### config.mk
export PLATFORM = sky130hd
export DESIGN_NAME = csma_cd_transmit_backoff_core
export DESIGN_NICKNAME = d
export VERILOG_FILES = /design/src/hdl/csma_bo_pkg.sv /design/src/hdl/csma_cd_transmit_backoff_core.sv
export SDC_FILE = /design/constraint.sdc
export NUM_CORES = 1
export LEC_CHECK = 0
export BUFFER_PORTS_ARGS = -buffer_cell sky130_fd_sc_hd__buf_2
export CAP_MARGIN = 20
export CORE_MARGIN = 2
export CORE_UTILIZATION = 50
export CTS_CLUSTER_DIAMETER = 60
export DETAILED_ROUTE_END_ITERATION = 16
export GPL_ROUTABILITY_DRIVEN = 0
export PLACE_DENSITY = 0.7
export SYNTH_ARGS = -nofsm -noshare
export SYNTH_HDL_FRONTEND = slang
export SYNTH_SLANG_ARGS = --single-unit
### constraint.sdc
create_clock -name clk_i -period 8.2 [get_ports clk_i]
set_input_delay 0.41 -clock clk_i [delete_from_list [all_inputs] [get_ports clk_i]]
set_output_delay 0.41 -clock clk_i [all_outputs]
set_load 0.02 [all_outputs]
### src/hdl/csma_bo_pkg.sv
// ----------------------------------------------------------------------------
// CSMA/CD transmit backoff - shared types and constants
// Transfer payloads, register map and reset values for the backoff core.
// ----------------------------------------------------------------------------
package csma_bo_pkg;

  // Width of the random fraction that is used for the slot count
  localparam int unsigned RandomBits = 10;
  // Hard cap on the backoff exponent
  localparam int unsigned MaxExp     = 10;

  localparam int unsigned SlotsW     = 10;
  localparam int unsigned TickW      = 16;
  localparam int unsigned AttW       = 5;
  localparam int unsigned ExpW       = 4;

  // Register map, word index
  localparam logic [1:0] RegCollWindow = 2'd0;
  localparam logic [1:0] RegSlotTicks  = 2'd1;
  localparam logic [1:0] RegMaxAtt     = 2'd2;
  localparam logic [1:0] RegExpLimit   = 2'd3;

  localparam logic [TickW-1:0] CollWindowRst = TickW'(150);
  localparam logic [TickW-1:0] SlotTicksRst  = TickW'(170);
  localparam logic [AttW-1:0]  MaxAttRst     = AttW'(16);
  localparam logic [ExpW-1:0]  ExpLimitRst   = ExpW'(10);

  typedef struct packed {
    logic       frame_pending;
    logic       channel_busy;
    logic       collision_seen;
    logic       jam_seen;
    logic [9:0] random_fraction;
  } in_item_t;

  typedef struct packed {
    logic            transmitting;
    logic            jamming;
    logic            frame_sent;
    logic            frame_failed;
    logic            backing_off;
    logic [AttW-1:0] attempt_number;
  } out_item_t;

endpackage

### src/hdl/csma_cd_transmit_backoff_core.sv
// ----------------------------------------------------------------------------
// CSMA/CD transmit backoff core
// One station's transmit controller with truncated binary exponential
// backoff, advanced by one tick per input transfer.
// ----------------------------------------------------------------------------
//  channel   signals                                 payload
//  input     in_valid_i / in_ready_o                 in_data_i  (in_item_t)
//  output    out_valid_o / out_ready_i               out_data_o (out_item_t)
//  config    psel, penable, pwrite, paddr, pready    pwdata / prdata
//
//  Each tick is one pass of logic between the state registers and the
//  result register, so a tick is accepted every cycle while the result
//  register is free or being drained.
//  Reset is asynchronous: idle, attempt count one, registers at defaults.
//  A stalled output holds its result and stops further input transfers.
// ----------------------------------------------------------------------------
module csma_cd_transmit_backoff_core
  import csma_bo_pkg::*;
(
  input  logic        clk_i,
  input  logic        rst_ni,

  input  logic        in_valid_i,
  output logic        in_ready_o,
  input  in_item_t    in_data_i,

  output logic        out_valid_o,
  input  logic        out_ready_i,
  output out_item_t   out_data_o,

  input  logic        psel,
  input  logic        penable,
  input  logic        pwrite,
  input  logic [3:0]  paddr,
  input  logic [31:0] pwdata,
  output logic [31:0] prdata,
  output logic        pready
);

  typedef enum logic [2:0] {
    PhIdle    = 3'd0,
    PhTx      = 3'd1,
    PhJam     = 3'd2,
    PhBackoff = 3'd3
  } phase_e;

  // Configuration registers
  logic [TickW-1:0] coll_window_q, slot_ticks_q;
  logic [AttW-1:0]  max_att_q;
  logic [ExpW-1:0]  exp_limit_q;

  // Controller state
  phase_e            phase_q, phase_d;
  logic [TickW-1:0]  window_cnt_q, window_cnt_d;
  logic [SlotsW-1:0] slots_left_q, slots_left_d;
  logic [TickW-1:0]  slot_tick_q, slot_tick_d;
  logic [AttW-1:0]   attempts_q, attempts_d;
  logic              collided_q, collided_d;

  logic      out_valid_q;
  out_item_t out_data_q, out_data_d;

  logic in_xfer;
  logic cfg_wr;

  // Backoff length
  logic [AttW-1:0]            bo_att;
  logic [ExpW-1:0]            bo_exp;
  logic [RandomBits-1:0]      bo_rnd;
  logic [RandomBits+MaxExp-1:0] bo_prod;
  logic [SlotsW-1:0]          bo_slots;

  assign pready     = 1'b1;
  assign cfg_wr     = psel & penable & pwrite;
  assign in_ready_o = ~out_valid_q | out_ready_i;
  assign in_xfer    = in_valid_i & in_ready_o;

  always_comb begin
    case (paddr[3:2])
      RegCollWindow: prdata = {16'd0, coll_window_q};
      RegSlotTicks:  prdata = {16'd0, slot_ticks_q};
      RegMaxAtt:     prdata = {27'd0, max_att_q};
      RegExpLimit:   prdata = {28'd0, exp_limit_q};
      default:       prdata = 32'd0;
    endcase
  end

  // The jam tick backs off at the raised count, an idle jam at the current one
  always_comb begin
    logic [AttW:0] raised;
    raised = {1'b0, attempts_q} + 6'd1;
    bo_att = (phase_q == PhJam) ? raised[AttW-1:0] : attempts_q;
    if ({3'd0, bo_att} > {4'd0, exp_limit_q}) begin
      bo_exp = (exp_limit_q > ExpW'(MaxExp)) ? ExpW'(MaxExp) : exp_limit_q;
    end else begin
      bo_exp = (bo_att > AttW'(MaxExp)) ? ExpW'(MaxExp) : bo_att[ExpW-1:0];
    end
    bo_rnd   = in_data_i.random_fraction[RandomBits-1:0];
    bo_prod  = {{MaxExp{1'b0}}, bo_rnd} << bo_exp;
    bo_slots = SlotsW'(bo_prod >> RandomBits);
  end

  always_comb begin
    phase_e        ph;
    logic [AttW:0] next_att;
    logic          start_bo;

    ph           = phase_q;
    window_cnt_d = window_cnt_q;
    slots_left_d = slots_left_q;
    slot_tick_d  = slot_tick_q;
    attempts_d   = attempts_q;
    collided_d   = collided_q;
    start_bo     = 1'b0;
    next_att     = {1'b0, attempts_q} + 6'd1;
    out_data_d   = '0;

    case (phase_q)
      PhIdle, PhTx, PhJam, PhBackoff: ph = phase_q;
      default:                        ph = PhIdle;
    endcase

    if (ph == PhIdle && in_data_i.frame_pending) begin
      if (in_data_i.jam_seen) begin
        // An idle jam counts its first backoff tick right away
        slots_left_d = bo_slots;
        slot_tick_d  = '0;
        ph           = (bo_slots == '0) ? PhIdle : PhBackoff;
      end else if (!in_data_i.channel_busy) begin
        ph           = PhTx;
        window_cnt_d = '0;
        collided_d   = 1'b0;
      end
    end

    case (ph)
      PhTx: begin
        out_data_d.transmitting = 1'b1;
        if (window_cnt_d != '1) window_cnt_d = window_cnt_d + 1'b1;
        collided_d = collided_d | in_data_i.collision_seen;
        if (window_cnt_d >= coll_window_q) begin
          if (collided_d) begin
            ph = PhJam;
          end else begin
            out_data_d.frame_sent = 1'b1;
            attempts_d            = AttW'(1);
            ph                    = PhIdle;
          end
        end
      end
      PhJam: begin
        out_data_d.jamming = 1'b1;
        if (next_att > {1'b0, max_att_q}) begin
          out_data_d.frame_failed = 1'b1;
          attempts_d              = AttW'(1);
          ph                      = PhIdle;
        end else begin
          attempts_d = next_att[AttW-1:0];
          start_bo   = 1'b1;
        end
      end
      PhBackoff: begin
        out_data_d.backing_off = 1'b1;
        slot_tick_d = slot_tick_d + 1'b1;
        if (slot_tick_d >= slot_ticks_q) begin
          slot_tick_d = '0;
          if (slots_left_d != '0) slots_left_d = slots_left_d - 1'b1;
          if (slots_left_d == '0) ph = PhIdle;
        end
      end
      default: ;
    endcase

    // After a jam tick, backoff starts on the following tick
    if (start_bo) begin
      slots_left_d = bo_slots;
      slot_tick_d  = '0;
      ph           = (bo_slots == '0) ? PhIdle : PhBackoff;
    end

    out_data_d.attempt_number = attempts_d;
    phase_d = ph;
  end

  always_ff @(posedge clk_i or negedge rst_ni) begin
    if (!rst_ni) begin
      coll_window_q <= CollWindowRst;
      slot_ticks_q  <= SlotTicksRst;
      max_att_q     <= MaxAttRst;
      exp_limit_q   <= ExpLimitRst;
    end else if (cfg_wr) begin
      case (paddr[3:2])
        RegCollWindow: coll_window_q <= pwdata[TickW-1:0];
        RegSlotTicks:  slot_ticks_q  <= pwdata[TickW-1:0];
        RegMaxAtt:     max_att_q     <= pwdata[AttW-1:0];
        RegExpLimit:   exp_limit_q   <= pwdata[ExpW-1:0];
        default: ;
      endcase
    end
  end

  always_ff @(posedge clk_i or negedge rst_ni) begin
    if (!rst_ni) begin
      phase_q      <= PhIdle;
      window_cnt_q <= '0;
      slots_left_q <= '0;
      slot_tick_q  <= '0;
      attempts_q   <= AttW'(1);
      collided_q   <= 1'b0;
      out_valid_q  <= 1'b0;
    end else begin
      if (in_xfer) begin
        phase_q      <= phase_d;
        window_cnt_q <= window_cnt_d;
        slots_left_q <= slots_left_d;
        slot_tick_q  <= slot_tick_d;
        attempts_q   <= attempts_d;
        collided_q   <= collided_d;
        out_valid_q  <= 1'b1;
      end else if (out_ready_i) begin
        out_valid_q  <= 1'b0;
      end
    end
  end

  always_ff @(posedge clk_i) begin
    if (in_xfer) out_data_q <= out_data_d;
  end

  assign out_valid_o = out_valid_q;
  assign out_data_o  = out_data_q;

`ifndef SYNTHESIS
  a_xfer_gives_result: assert property (@(posedge clk_i) disable iff (!rst_ni)
    in_xfer |=> out_valid_o)
    else $error("accepted tick gave no result");

  a_one_activity: assert property (@(posedge clk_i) disable iff (!rst_ni)
    out_valid_o |-> $countones({out_data_o.transmitting, out_data_o.jamming,
                                out_data_o.backing_off}) <= 1)
    else $error("more than one activity in one tick");

  a_sent_while_tx: assert property (@(posedge clk_i) disable iff (!rst_ni)
    (out_valid_o && out_data_o.frame_sent) |-> out_data_o.transmitting)
    else $error("frame_sent outside a transmit tick");

  a_fail_while_jam: assert property (@(posedge clk_i) disable iff (!rst_ni)
    (out_valid_o && out_data_o.frame_failed) |->
      (out_data_o.jamming && out_data_o.attempt_number == AttW'(1)))
    else $error("frame_failed outside a jam tick or count not restarted");

  a_att_nonzero: assert property (@(posedge clk_i) disable iff (!rst_ni)
    attempts_q != '0)
    else $error("attempt count reached zero");
`endif

endmodule

=== Yosys cells after proc, flatten, opt, wreduce, memory -nomap -nowiden ===
Index checks and enable logic that the tools add are counted.

* Logic and storage cells: 111
* Bits in registers: 103
* Bits of input ports: 57

* Bitwise gates (word level): 6
* Reductions and logical operators: 14
* Shift-type cells: 1
* Add/subtract/negate cells: 4
* Mux-type cells: 53
* Equal/unequal tests: 10
* $lt $le $gt $ge: 6

{| class="wikitable"
|+ Operators with widths
! cell !! count
|-
| $mux 16 || 11
|-
| $pmux 32 s4 || 1
|-
| $mux 10 || 8
|-
| $add 16x1->16 const B || 2
|-
| $ge 16x16->1 || 2
|-
| $mux 3 || 9
|-
| $logic_not 10->1 || 2
|-
| $mux 5 || 4
|-
| $shl 10x4->20 || 1
|-
| $ne 16x16->1 const B || 1
|-
| $mux 1 || 13
|-
| $eq 3x2->1 const B || 4
|-
| $mux 4 || 3
|-
| $pmux 5 s2 || 1
|-
| $reduce_and 2->1 || 5
|-
| $reduce_bool 10->1 || 1
|-
| $sub 10x1->10 const B || 1
|-
| $pmux 3 s3 || 1
|-
| $add 5x1->6 const B || 1
|-
| $eq 3x1->1 const B || 2
|-
| $gt 6x5->1 || 1
|-
| $logic_not 3->1 || 2
|-
| $gt 5x4->1 || 1
|-
| $gt 5x4->1 const B || 1
|-
| 11 further kinds || 16
|}

=== Longest topological paths before layout ===
Gate-level depths: netlist of the first run.

* Word-level depth: 17
* Mapped depth: 27
* Mapped depth without buffers: 24

=== Worst setup path before layout of the first run ===
OpenSTA, ideal clock, no wires.

* Path kind: flip-flop to flip-flop
* Start point: register attempts_q[0]
* End point: register slots_left_q[0]
* Period minus slack after synthesis: 5801 ps
* Stages on the path, launching flop included: 24
* Library setup time: 65 ps
* Path slack: 2399 ps
* Data arrival time: 5736 ps
* Data required time: 8135 ps
* Path through: dfstp_2 -> clkbuf_1 -> nand3_1 -> or3_4 -> nand2_1 -> ha_1 -> and3b_1 -> a211oi_1 -> o211ai_2 -> o21ai_2 -> mux2_2 -> o211ai_1 -> nand4_1 -> o21ai_0 -> o21ai_0 -> inv_1 -> ha_1 -> inv_1 -> o41a_1 -> nor4_4 -> nor2_1 -> mux2_1 -> a21oi_1 -> o22a_1

* Longest elaborated chain between the ends: 15
* Elaborated cells on any way between the ends: 26
* Classes of those cells: 2 x add/sub; 3 x order compare; 2 x eq/ne; 1 x shift; 16 x mux; 2 x reduce/logical

{| class="wikitable"
|+ RTL lines
! element !! line !! RTL
|-
| start: declaration || csma_cd_transmit_backoff_core.sv:57 || <nowiki>logic [AttW-1:0] attempts_q, attempts_d;</nowiki>
|-
| start signal: assignment || csma_cd_transmit_backoff_core.sv:208 || <nowiki>attempts_q <= AttW'(1);</nowiki>
|-
| start signal: assignment || csma_cd_transmit_backoff_core.sv:217 || <nowiki>attempts_q <= attempts_d;</nowiki>
|-
| $add 5x1->6 || csma_cd_transmit_backoff_core.sv:115 || <nowiki>next_att = {1'b0, attempts_q} + 6'd1;</nowiki>
|-
| $mux 5 || csma_cd_transmit_backoff_core.sv:92 || <nowiki>bo_att = (phase_q == PhJam) ? raised[AttW-1:0] : attempts_q;</nowiki>
|-
| $gt 5x4->1 || csma_cd_transmit_backoff_core.sv:96 || <nowiki>bo_exp = (bo_att > AttW'(MaxExp)) ? ExpW'(MaxExp) : bo_att[ExpW-1:0];</nowiki>
|-
| $mux 4 || csma_cd_transmit_backoff_core.sv:96 ||
|-
| $mux 4 || csma_cd_transmit_backoff_core.sv:93 || <nowiki>if ({3'd0, bo_att} > {4'd0, exp_limit_q}) begin</nowiki>
|-
| $shl 10x4->20 || csma_cd_transmit_backoff_core.sv:99 || <nowiki>bo_prod = {{MaxExp{1'b0}}, bo_rnd} << bo_exp;</nowiki>
|-
| $mux 10 || csma_cd_transmit_backoff_core.sv:124 || <nowiki>if (in_data_i.jam_seen) begin</nowiki>
|-
| $mux 10 || csma_cd_transmit_backoff_core.sv:123 || <nowiki>if (ph == PhIdle && in_data_i.frame_pending) begin</nowiki>
|-
| $sub 10x1->10 or $reduce_bool 10->1 (tied branches) || csma_cd_transmit_backoff_core.sv:167 || <nowiki>if (slots_left_d != '0) slots_left_d = slots_left_d - 1'b1;</nowiki>
|-
| $mux 10 || csma_cd_transmit_backoff_core.sv:167 ||
|-
| $mux 10 || csma_cd_transmit_backoff_core.sv:165 || <nowiki>if (slot_tick_d >= slot_ticks_q) begin</nowiki>
|-
| $mux 10 || csma_cd_transmit_backoff_core.sv:136 || <nowiki>case (ph)</nowiki>
|-
| $mux 10 || csma_cd_transmit_backoff_core.sv:165 ||
|-
| $mux 10 || csma_cd_transmit_backoff_core.sv:136 ||
|-
| $mux 10 (*) || csma_cd_transmit_backoff_core.sv:175 || <nowiki>if (start_bo) begin</nowiki>
|-
| end signal: assignment || csma_cd_transmit_backoff_core.sv:215 || <nowiki>slots_left_q <= slots_left_d;</nowiki>
|-
| end: declaration || csma_cd_transmit_backoff_core.sv:55 || <nowiki>logic [SlotsW-1:0] slots_left_q, slots_left_d;</nowiki>
|}

Every way passes the cells marked *; elsewhere a longest branch is shown, timed or not. The select of a mux whose other input is x is not followed.
A chain may end at the register's enable or synchronous reset.

=== Final worst setup path of the first run ===
* Start point: register phase_q[2]
* End point: register phase_q[0]

* Longest elaborated chain between the ends: 17
* Elaborated cells on any way between the ends: 46
* Classes of those cells: 3 x add/sub; 4 x order compare; 7 x eq/ne; 1 x shift; 24 x mux; 7 x reduce/logical

{| class="wikitable"
|+ RTL lines
! element !! line !! RTL
|-
| start: declaration || csma_cd_transmit_backoff_core.sv:53 || <nowiki>phase_e phase_q, phase_d;</nowiki>
|-
| start signal: assignment || csma_cd_transmit_backoff_core.sv:204 || <nowiki>phase_q <= PhIdle;</nowiki>
|-
| start signal: assignment || csma_cd_transmit_backoff_core.sv:213 || <nowiki>phase_q <= phase_d;</nowiki>
|-
| $eq 3x2->1 || csma_cd_transmit_backoff_core.sv:92, csma_cd_transmit_backoff_core.sv:118 ||
|-
| $mux 5 || csma_cd_transmit_backoff_core.sv:92 ||
|-
| $gt 5x4->1 || csma_cd_transmit_backoff_core.sv:96 ||
|-
| $mux 4 || csma_cd_transmit_backoff_core.sv:96 ||
|-
| $mux 4 || csma_cd_transmit_backoff_core.sv:93 ||
|-
| $shl 10x4->20 || csma_cd_transmit_backoff_core.sv:99 ||
|-
| $mux 10 || csma_cd_transmit_backoff_core.sv:124 ||
|-
| $mux 10 || csma_cd_transmit_backoff_core.sv:123 ||
|-
| $sub 10x1->10 or $reduce_bool 10->1 (tied branches) || csma_cd_transmit_backoff_core.sv:167 ||
|-
| $mux 10 || csma_cd_transmit_backoff_core.sv:167 ||
|-
| $mux 10 || csma_cd_transmit_backoff_core.sv:165 ||
|-
| $mux 10 || csma_cd_transmit_backoff_core.sv:136 ||
|-
| $logic_not 10->1 || csma_cd_transmit_backoff_core.sv:168 || <nowiki>if (slots_left_d == '0) ph = PhIdle;</nowiki>
|-
| $mux 3 || csma_cd_transmit_backoff_core.sv:168 ||
|-
| $mux 3 || csma_cd_transmit_backoff_core.sv:165 ||
|-
| $pmux 3 s3 || csma_cd_transmit_backoff_core.sv:136 ||
|-
| $mux 3 (*) || csma_cd_transmit_backoff_core.sv:175 ||
|}

Marks and branches as above.

==> results by group, run 1 <==
Critical path
  – CP required: 8.45 ns
  – WP data arrival: 7.18 ns
  – CP Max Fanout: 14
  – CP endpoint kind: flop
  – Startpoint types: flop
  – Crit path kind: reg -> reg

STA
  – Worst slew pin tran: 0.9171 ns
  – Final worst path period share: 84.43%
  – RSZ-0062 raised after global routing: false
  – Relative slew margins: 38.05%
  – Setup TNS: 0 ns
  – Setup Skew: 0.01439 ns
  – Worst Slack Setup Final: 1.276 ns
  – Achievable frequency: 144.4 MHz
  – Hold Fails Final Rpt: 0
  – Post-route minimum period: 6.924 ns
  – Final Max Slew Viols: 0
  – # setup viols final: 0

CTS
  – TritonCTS Buffers: 9
  – Clock latency on the worst-skew pair: 0.36 ns
  – # resized after CTS: 0
  – CTS tree: yes
  – CTS Sinks: 103
  – Clock tree root driver cell: clkbuf_16
  – Max Buffers Root-to-Sink: 2
  – Setup repair bufs after CTS: 0
  – # hold bufs at CTS: 1
  – Clk pin slew, worst setup/hold paths: 0.08 ns
  – H-tree lvl count: 3

Floorplanning
  – Starting Density: 50.68%
  – Core ar.: 15710 µm²
  – Num rows: 46
  – Num ports: 102
  – Die W: 130.2 µm
  – Die H: 130.2 µm
  – Die area: 16950 µm²

Yosys
  – Synth cell types: 88
  – Top FF cell, synth: dfrtp_1
  – Syn. warnings: 0
  – Post-synthesis cell count: 910
  – Post-synthesis register bit count: 103
  – Synthesized area: 7963 µm²
  – EDFF count, synth: 10
  – Cell accounting for the most synthesized area: dfrtp_1
  – Post-synthesis sequential area ratio: 33.19%
  – Post-synthesis async set-or-reset flop share: 90.29%
  – Area contributors post-synth: dfrtp_1 25%, ha_1 6.9%, mux2_2 5.5%
  – Synth top area share: 25.46%
  – Post-Syn Area per Cell: 8.750 µm²

Route
  – WL final: 19220 µm
  – Remaining antenna violation count after routing: 0
  – Initial DRC count: 600
  – DRT Pass-1 Iters: 5
  – Vias: 6858
  – DR vias/cell: 5.857
  – # DRC: 0
  – Wirelength per Cell: 16.42 µm

Final layout
  – Syn-to-layout area delta: 8.988%
  – Filler cell count: 1474
  – Ratio of cells with drive above 1 in the final layout: 18.12%
  – Final #Nets: 1051
  – Design area: 8678 µm²
  – Antenna Cells: 0

Hold path
  – Hold Path Class: in -> reg

GRT
  – Initial antenna violation count: 0
  – Vias in the first global route: 6211
  – All-Layer GR Usage: 23.61%
  – Global-route wire length before repair: 31810 µm
  – Grt ovf: 0
  – Largest net degree at the start of global routing: 65

Power and ir drop
  – Worst vdd ir: 0.1371 mV
  – Lkg Pwr: 3.915 nW
  – PD cells: 329.5 nW/µm²

Run status
  – Status: completed

Place
  – Area after DPL: 8366 µm²
  – Dpl ws: 1.420 ns
  – Port Buf Inserts: 66
  – DP Wirelength: 14130 µm

Job
  – Max-cap violations: 0
[critical path: stages, from the launching register on]
cell,delay [ns]
dfrtp_1,0.43
or3b_1,0.57
or3_4,0.45
nand2_1,0.08
ha_1,0.25
and3b_1,0.19
a211oi_1,0.24
o211ai_2,0.20
o211ai_1,0.35
o21ai_1,0.39
o211ai_1,0.22
nand4_1,0.23
o21ai_0,0.62
o21ai_0,0.33
inv_1,0.11
ha_1,0.18
inv_1,0.06
o41a_1,0.57
nor4_4,0.46
o31a_1,0.19
a21boi_0,0.25
nand4_1,0.19
a32o_1,0.25
[synth_stat cells (5+ instances only)]
| cell | instances |
|---|---|
| a21boi_0 | 7 |
| a21o_1 | 17 |
| xor2_1 | 19 |
| edfxtp_1 | 10 |
| nand2_1 | 97 |
| clkbuf_1 | 30 |
| dfstp_2 | 12 |
| a22o_1 | 16 |
| nor2_1 | 64 |
| buf_4 | 19 |
| nand2b_1 | 10 |
| o21a_1 | 5 |
| o211ai_1 | 20 |
| ha_1 | 44 |
| mux2_2 | 39 |
| nor3_1 | 15 |
| nand4_1 | 14 |
| nand3_1 | 32 |
| and3_1 | 9 |
| or3_1 | 6 |
| a21oi_1 | 48 |
| a31oi_1 | 15 |
| buf_1 | 6 |
| o31ai_1 | 7 |
| a211oi_1 | 5 |
| o21ai_0 | 64 |
| xnor2_1 | 15 |
| mux2i_1 | 19 |
| dfrtp_1 | 81 |
| and2_1 | 13 |
| inv_1 | 55 |
[cell families (layout without fill, tap and decap cells)]
group                      count (synthesis)  after routing  share of synthesized area [%]
other                                      2             17                        0.09432
DFF                                      103            103                          33.19
AOI/OAI and AO/OA                        251            251                          21.40
xor gates and xnor gates                  35             35                          3.944
buffers and inverters                    118            148                          6.820
muxes                                     64             64                          9.349
adders and majority gates                 44             44                          6.914
and+or+nand+nor                          293            293                          18.29
[cell type report]
cell class	count	area [µm²]	area share, %
Sequential cell	103	2643	30.45
Multi-Input combinational cell	704	4841	55.78
Tap cell	216	270.3	3.114
Timing Repair Buffer	76	410.4	4.729
Clock inverter	7	77.57	0.8939
Clock buffer	9	225.2	2.595
Inverter	56	211.5	2.437
[state kept, by name, summed over array words and instances, names as in the netlist]
signal,count
slot_tick_q,16
phase_q,3
collided_q,1
exp_limit_q,4
out_valid_o,1
coll_window_q,16
attempts_q,5
slots_left_q,10
max_att_q,5
slot_ticks_q,16
out_data_o,10
window_cnt_q,16
[report_power, final]
part           leakage (nW)  internal (W)  total (W)  switching [W]
combinational          2.50      0.000619    0.00166        0.00104
sequential             1.26      0.000645   0.000751       0.000106
clock                 0.154      0.000241   0.000453       0.000212
[metrics by stage]
step	hold slack (ns)	total power (W)	util (%)	instances
6_report	0.2612	0.002859	55.23	1171
5_1_grt	0.2718	0.003087	55.23	1171
4_1_cts	0.2561	0.002838	55.23	1171
3_5_place_dp	0.3699	0.002378	53.24	1154
3_3_place_gp	0.3625	0.002353	53.24	1154
2_1_floorplan	0.1144	0.002041	-	925
[layer usage]
metal | wire length, µm | track usage [%] | vias up
li1 | - | - | 3357
met1 | 9256 | 34.36 | 3280
met2 | 8713 | 36.37 | 201
met3 | 928 | 3.936 | 20
met4 | 325 | 6.641 | 0
met5 | 0 | 0 | -
[path summary, 6_finish.rpt]
kind	startpoint	endpoint	slack, ns	cells after the start
max	phase_q[2]	phase_q[0]	1.28	22
min	in_valid_i	out_valid_o	0.26	2
max reg2reg	phase_q[2]	phase_q[0]	1.28	22
min reg2reg	slots_left_q[7]	slots_left_q[7]	0.47	2
max in group asynchronous	rst_ni	attempts_q[4]	6.53	3
min in group asynchronous	rst_ni	coll_window_q[8]	0.52	2
[layout by cell type, fill, tap and decap left out, types with 16 or more instances in the layout]
cell type / n
nand3_1: 32
a21o_1: 17
conb_1: 17
o211ai_1: 20
a22o_1: 16
inv_1: 55
a21oi_1: 48
buf_2: 65
ha_1: 44
mux2_2: 39
nor2_1: 63
o21ai_0: 64
nand2_1: 97
mux2i_1: 19
xor2_1: 19
dfrtp_1: 81
Note: power is estimated with default switching activity, not from simulation.
==> run 2, diff against run 1 <==
--- a/config.mk
+++ b/config.mk
@@ -5,6 +5,7 @@
 export SDC_FILE = /design/constraint.sdc
 export NUM_CORES = 1
 export LEC_CHECK = 0
+export ABC_AREA = 1
 export BUFFER_PORTS_ARGS = -buffer_cell sky130_fd_sc_hd__buf_2
 export CAP_MARGIN = 20
 export CORE_MARGIN = 2
@@ -12,7 +13,7 @@
 export CTS_CLUSTER_DIAMETER = 60
 export DETAILED_ROUTE_END_ITERATION = 16
 export GPL_ROUTABILITY_DRIVEN = 0
-export PLACE_DENSITY = 0.7
+export PLACE_DENSITY = 0.73
 export SYNTH_ARGS = -nofsm -noshare
 export SYNTH_HDL_FRONTEND = slang
 export SYNTH_SLANG_ARGS = --single-unit
==> constraint.sdc (replaced) <==
create_clock -name clk_i -period 5.65 [get_ports clk_i]
set_input_delay 0.2825 -clock clk_i [delete_from_list [all_inputs] [get_ports clk_i]]
set_output_delay 0.2825 -clock clk_i [all_outputs]
set_load 0.02 [all_outputs]
==> results by group, run 2 <==
STA
  – Final worst path period share: 92.57% (+8.1 points)
  – Final Max Slew Viols: 0 (unchanged)
  – RSZ-0062 raised after global routing: false
  – Setup TNS: 0 ns (unchanged)
  – Hold Fails Final Rpt: 0 (unchanged)
  – # setup viols final: 0 (unchanged)
  – Worst Slack Setup Final: 0.4199 ns (-0.8565 ns)
  – Setup Skew: 0.008018 ns (-0.006369 ns)
  – Relative slew margins: 38.11% (+0.059 points)
  – Achievable frequency: 191.2 MHz (+32%)
  – Worst slew pin tran: 0.9261 ns (+0.008952 ns)
  – Post-route minimum period: 5.230 ns (-1.694 ns)

Final layout
  – Syn-to-layout area delta: 9.900%
  – Highest-count cells in the layout ignoring fill and taps: 239 x nand2_1, 177 x inv_1, 91 x o21ai_0, 90 x nand3_1, 87 x nor2_1
  – Antenna Cells: 0 (unchanged)
  – Final #Nets: 1278 (+22%)
  – Ratio of cells with drive above 1 in the final layout: 13.11% (-5.0 points)
  – Sequential Area: 2643 µm² (unchanged)
  – Filler cell count: 1501 (+1.8%)
  – Most common cell after layout, fill and taps aside: nand2_1
  – Multi-input gate area: 4303 µm² (-11%)

CTS
  – CTS Sinks: 103 (unchanged)
  – TritonCTS Buffers: 9 (unchanged)
  – CTS tree: yes
  – Clock latency on the worst-skew pair: 0.36 ns (about the same)
  – Max Buffers Root-to-Sink: 2 (unchanged)
  – Clk pin slew, worst setup/hold paths: 0.07 ns (about the same)
  – Clock tree root driver cell: clkbuf_16
  – H-tree lvl count: 3 (unchanged)

Critical path
  – Critical path's top delay family: simple AND/OR/NAND/NOR gates
  – WP data arrival: 5.50 ns (-1.68 ns)
  – CP Max Fanout: 15 (+1)
  – Buf/Inv on CP: 5 (+3)
  – Slowest CP cell: a2111oi_0
  – Startpoint types: flop
  – Crit path kind: reg -> reg
  – Most used cell, CP: inv_1
  – CP endpoint kind: flop
  – CP required: 5.92 ns (-2.53 ns)
  – Max incr delay on CP: 0.50 ns (-0.12 ns)
  – Worst-path cell chain: o21ai_0 -> nor2_1 -> inv_1 -> nor2_2 -> nor2_1 -> inv_1 -> nor3_1 -> nand3_1 -> nor3_1 -> nand3_1 -> nor3_1 -> and3_1 -> xor2_1 -> inv_1 -> ha_1 -> a21oi_1 -> nor2_1 -> a2111oi_0 -> nand3_1 -> inv_1 -> nor2_4 -> inv_1 -> o21ai_0 -> o22ai_1

Power and ir drop
  – Lkg Pwr: 4.396 nW (+12%)
  – Worst vdd ir: 0.3403 mV (+150%)
  – Combinational share of power: 64.4% (+6.5 points)
  – PD cells: 598.9 nW/µm² (+82%)
  – Clock power frac: 14.5% (-1.3 points)
  – Int Pwr: 0.002515 W (+67%)
  – Sw power: 0.002692 W (+99%)
  – Net Sw Frac: 51.70% (+4.3 points)
  – Seq pwr share: 21.1% (-5.2 points)

Floorplanning
  – Die area: 16850 µm² (-0.62%)
  – Die W: 129.8 µm (-0.31%)
  – Core ar.: 15310 µm² (-2.5%)
  – Num rows: 45 (-2.2%)
  – Die H: 129.8 µm (-0.31%)
  – Num ports: 102 (unchanged)
  – Starting Density: 51.66% (+0.98 points)

Run status
  – Status: completed

Yosys
  – Synth top area share: 25.62% (+0.17 points)
  – EDFF count, synth: 10 (unchanged)
  – Post-synthesis async set-or-reset flop share: 90.29% (unchanged)
  – Post-Syn Area per Cell: 7.020 µm² (-20%)
  – Syn. warnings: 0 (unchanged)
  – Area contributors post-synth: dfrtp_1 26%, nand2_1 11%, inv_1 8.4%
  – Post-synthesis cell count: 1127 (+24%)
  – Post-synthesis register bit count: 103 (unchanged)
  – Cell accounting for the most synthesized area: dfrtp_1
  – Synthesized area: 7911 µm² (-0.64%)
  – Post-synth top cells: 239 x nand2_1, 178 x inv_1, 91 x o21ai_0
  – Synth cell types: 54 (-39%)
  – Top FF cell, synth: dfrtp_1
  – Most frequent cell after synthesis: nand2_1
  – Post-synthesis sequential area ratio: 33.40% (+0.22 points)

Route
  – # DRC: 0 (unchanged)
  – WL final: 19330 µm (+0.57%)
  – Initial DRC count: 646 (+7.7%)
  – Vias: 7336 (+7.0%)
  – Remaining antenna violation count after routing: 0 (unchanged)
  – DRT Pass-1 Iters: 7 (+2)
  – Wirelength per Cell: 13.88 µm (-15%)
  – DR vias/cell: 5.266 (-10%)

Place
  – DP Wirelength: 14060 µm (-0.49%)
  – Port Buf Inserts: 66 (unchanged)
  – Dpl ws: 0.6052 ns (-0.8147 ns)

GRT
  – Vias in the first global route: 6718 (+8.2%)
  – Largest net degree at the start of global routing: 68 (+4.6%)
  – All-Layer GR Usage: 23.79% (+0.18 points)
  – Initial antenna violation count: 0 (unchanged)
  – Grt ovf: 0 (unchanged)
  – Global-route wire length before repair: 32180 µm (+1.2%)

Hold path
  – Hold Path Class: in -> reg

Job
  – Max-cap violations: 0 (unchanged)
run 2: worst reg2reg max path: cells and delay by family, from the launching register on:
kind / cells / cell delay [ns]
buffers and inverters: 5 / 0.70
AO/OA/AOI/OAI: 5 / 1.22
XOR/XNOR: 1 / 0.21
flip-flops: 1 / 0.46
adder cells (fa/ha/maj): 1 / 0.29
AND/OR/NAND/NOR: 12 / 2.26
run 2: power by group through the flow:
stage	Sequential [W]	Combinational, W	Clock (W)
3_3_place_gp	0.00110	0.00324	0
5_1_grt	0.00113	0.00382	0.000796
3_5_place_dp	0.00111	0.00331	0
2_1_floorplan	0.00110	0.00272	0
4_1_cts	0.00110	0.00333	0.000773
6_report	0.00110	0.00335	0.000753
run 2: area by class of cell:
cell class	instances	share of cell area, %
clock buffers	11	3.166
flip-flops and latches	103	30.39
inverters	188	8.116
multi-input cells	799	49.49
repair buffers	76	4.720
clock inverters	5	1.079
well taps	211	3.036
run 2: path summary, 6_finish.rpt:
check | endpoint | from | slack (ns) | cells after the start
max in group asynchronous | attempts_q[4] | rst_ni | 4.06 | 3
worst min register to register | slots_left_q[8] | slots_left_q[8] | 0.48 | 2
worst max-delay path | slot_tick_q[2] | phase_q[2] | 0.42 | 24
min in group asynchronous | coll_window_q[14] | rst_ni | 0.40 | 2
worst max register to register | slot_tick_q[2] | phase_q[2] | 0.42 | 24
worst min-delay path | slot_ticks_q[7] | pwdata[7] | 0.14 | 3
run 2: logic make-up (layout without fill, tap and decap cells):
logic type / Yosys count / after routing / share of synthesized area (%)
adders and majority gates: 44 / 44 / 6.959
buffers and inverters: 240 / 280 / 13.08
AOI/OAI and AO/OA: 230 / 230 / 16.21
other: 2 / 17 / 0.09493
DFF: 103 / 103 / 33.40
xor gates and xnor gates: 26 / 26 / 2.878
and+or+nand+nor: 481 / 481 / 27.23
muxes: 1 / 1 / 0.1423
run 2: timing repair:
action	in CTS	in global routing
resized for setup	0	2
endpoints found under the hold margin	25	0
hold buffers	1	0
endpoints found under the setup margin	0	9
buffers inserted	0	0
run 2: routing by layer:
metal	GRT usage (%)	vias to the layer above	wire length, µm
met5	0	-	0
met3	4.674	28	1045
li1	-	3745	-
met4	6.199	0	344
met1	31.89	3367	8897
met2	39.64	196	9046
run 2: through the flow:
step	hold slack (ns)	util (%)	instances	cell area, µm²	power [W]
final	0.1417	56.77	1393	8695	0.005207
after detailed placement	0.2535	54.23	1376	8305	0.004416
after global placement	0.2507	54.23	1376	8305	0.004348
after global routing	0.1728	56.77	1393	8695	0.005738
after CTS	0.1330	56.71	1393	8685	0.005202
after floorplan	-0.01309	-	1142	7968	0.003819
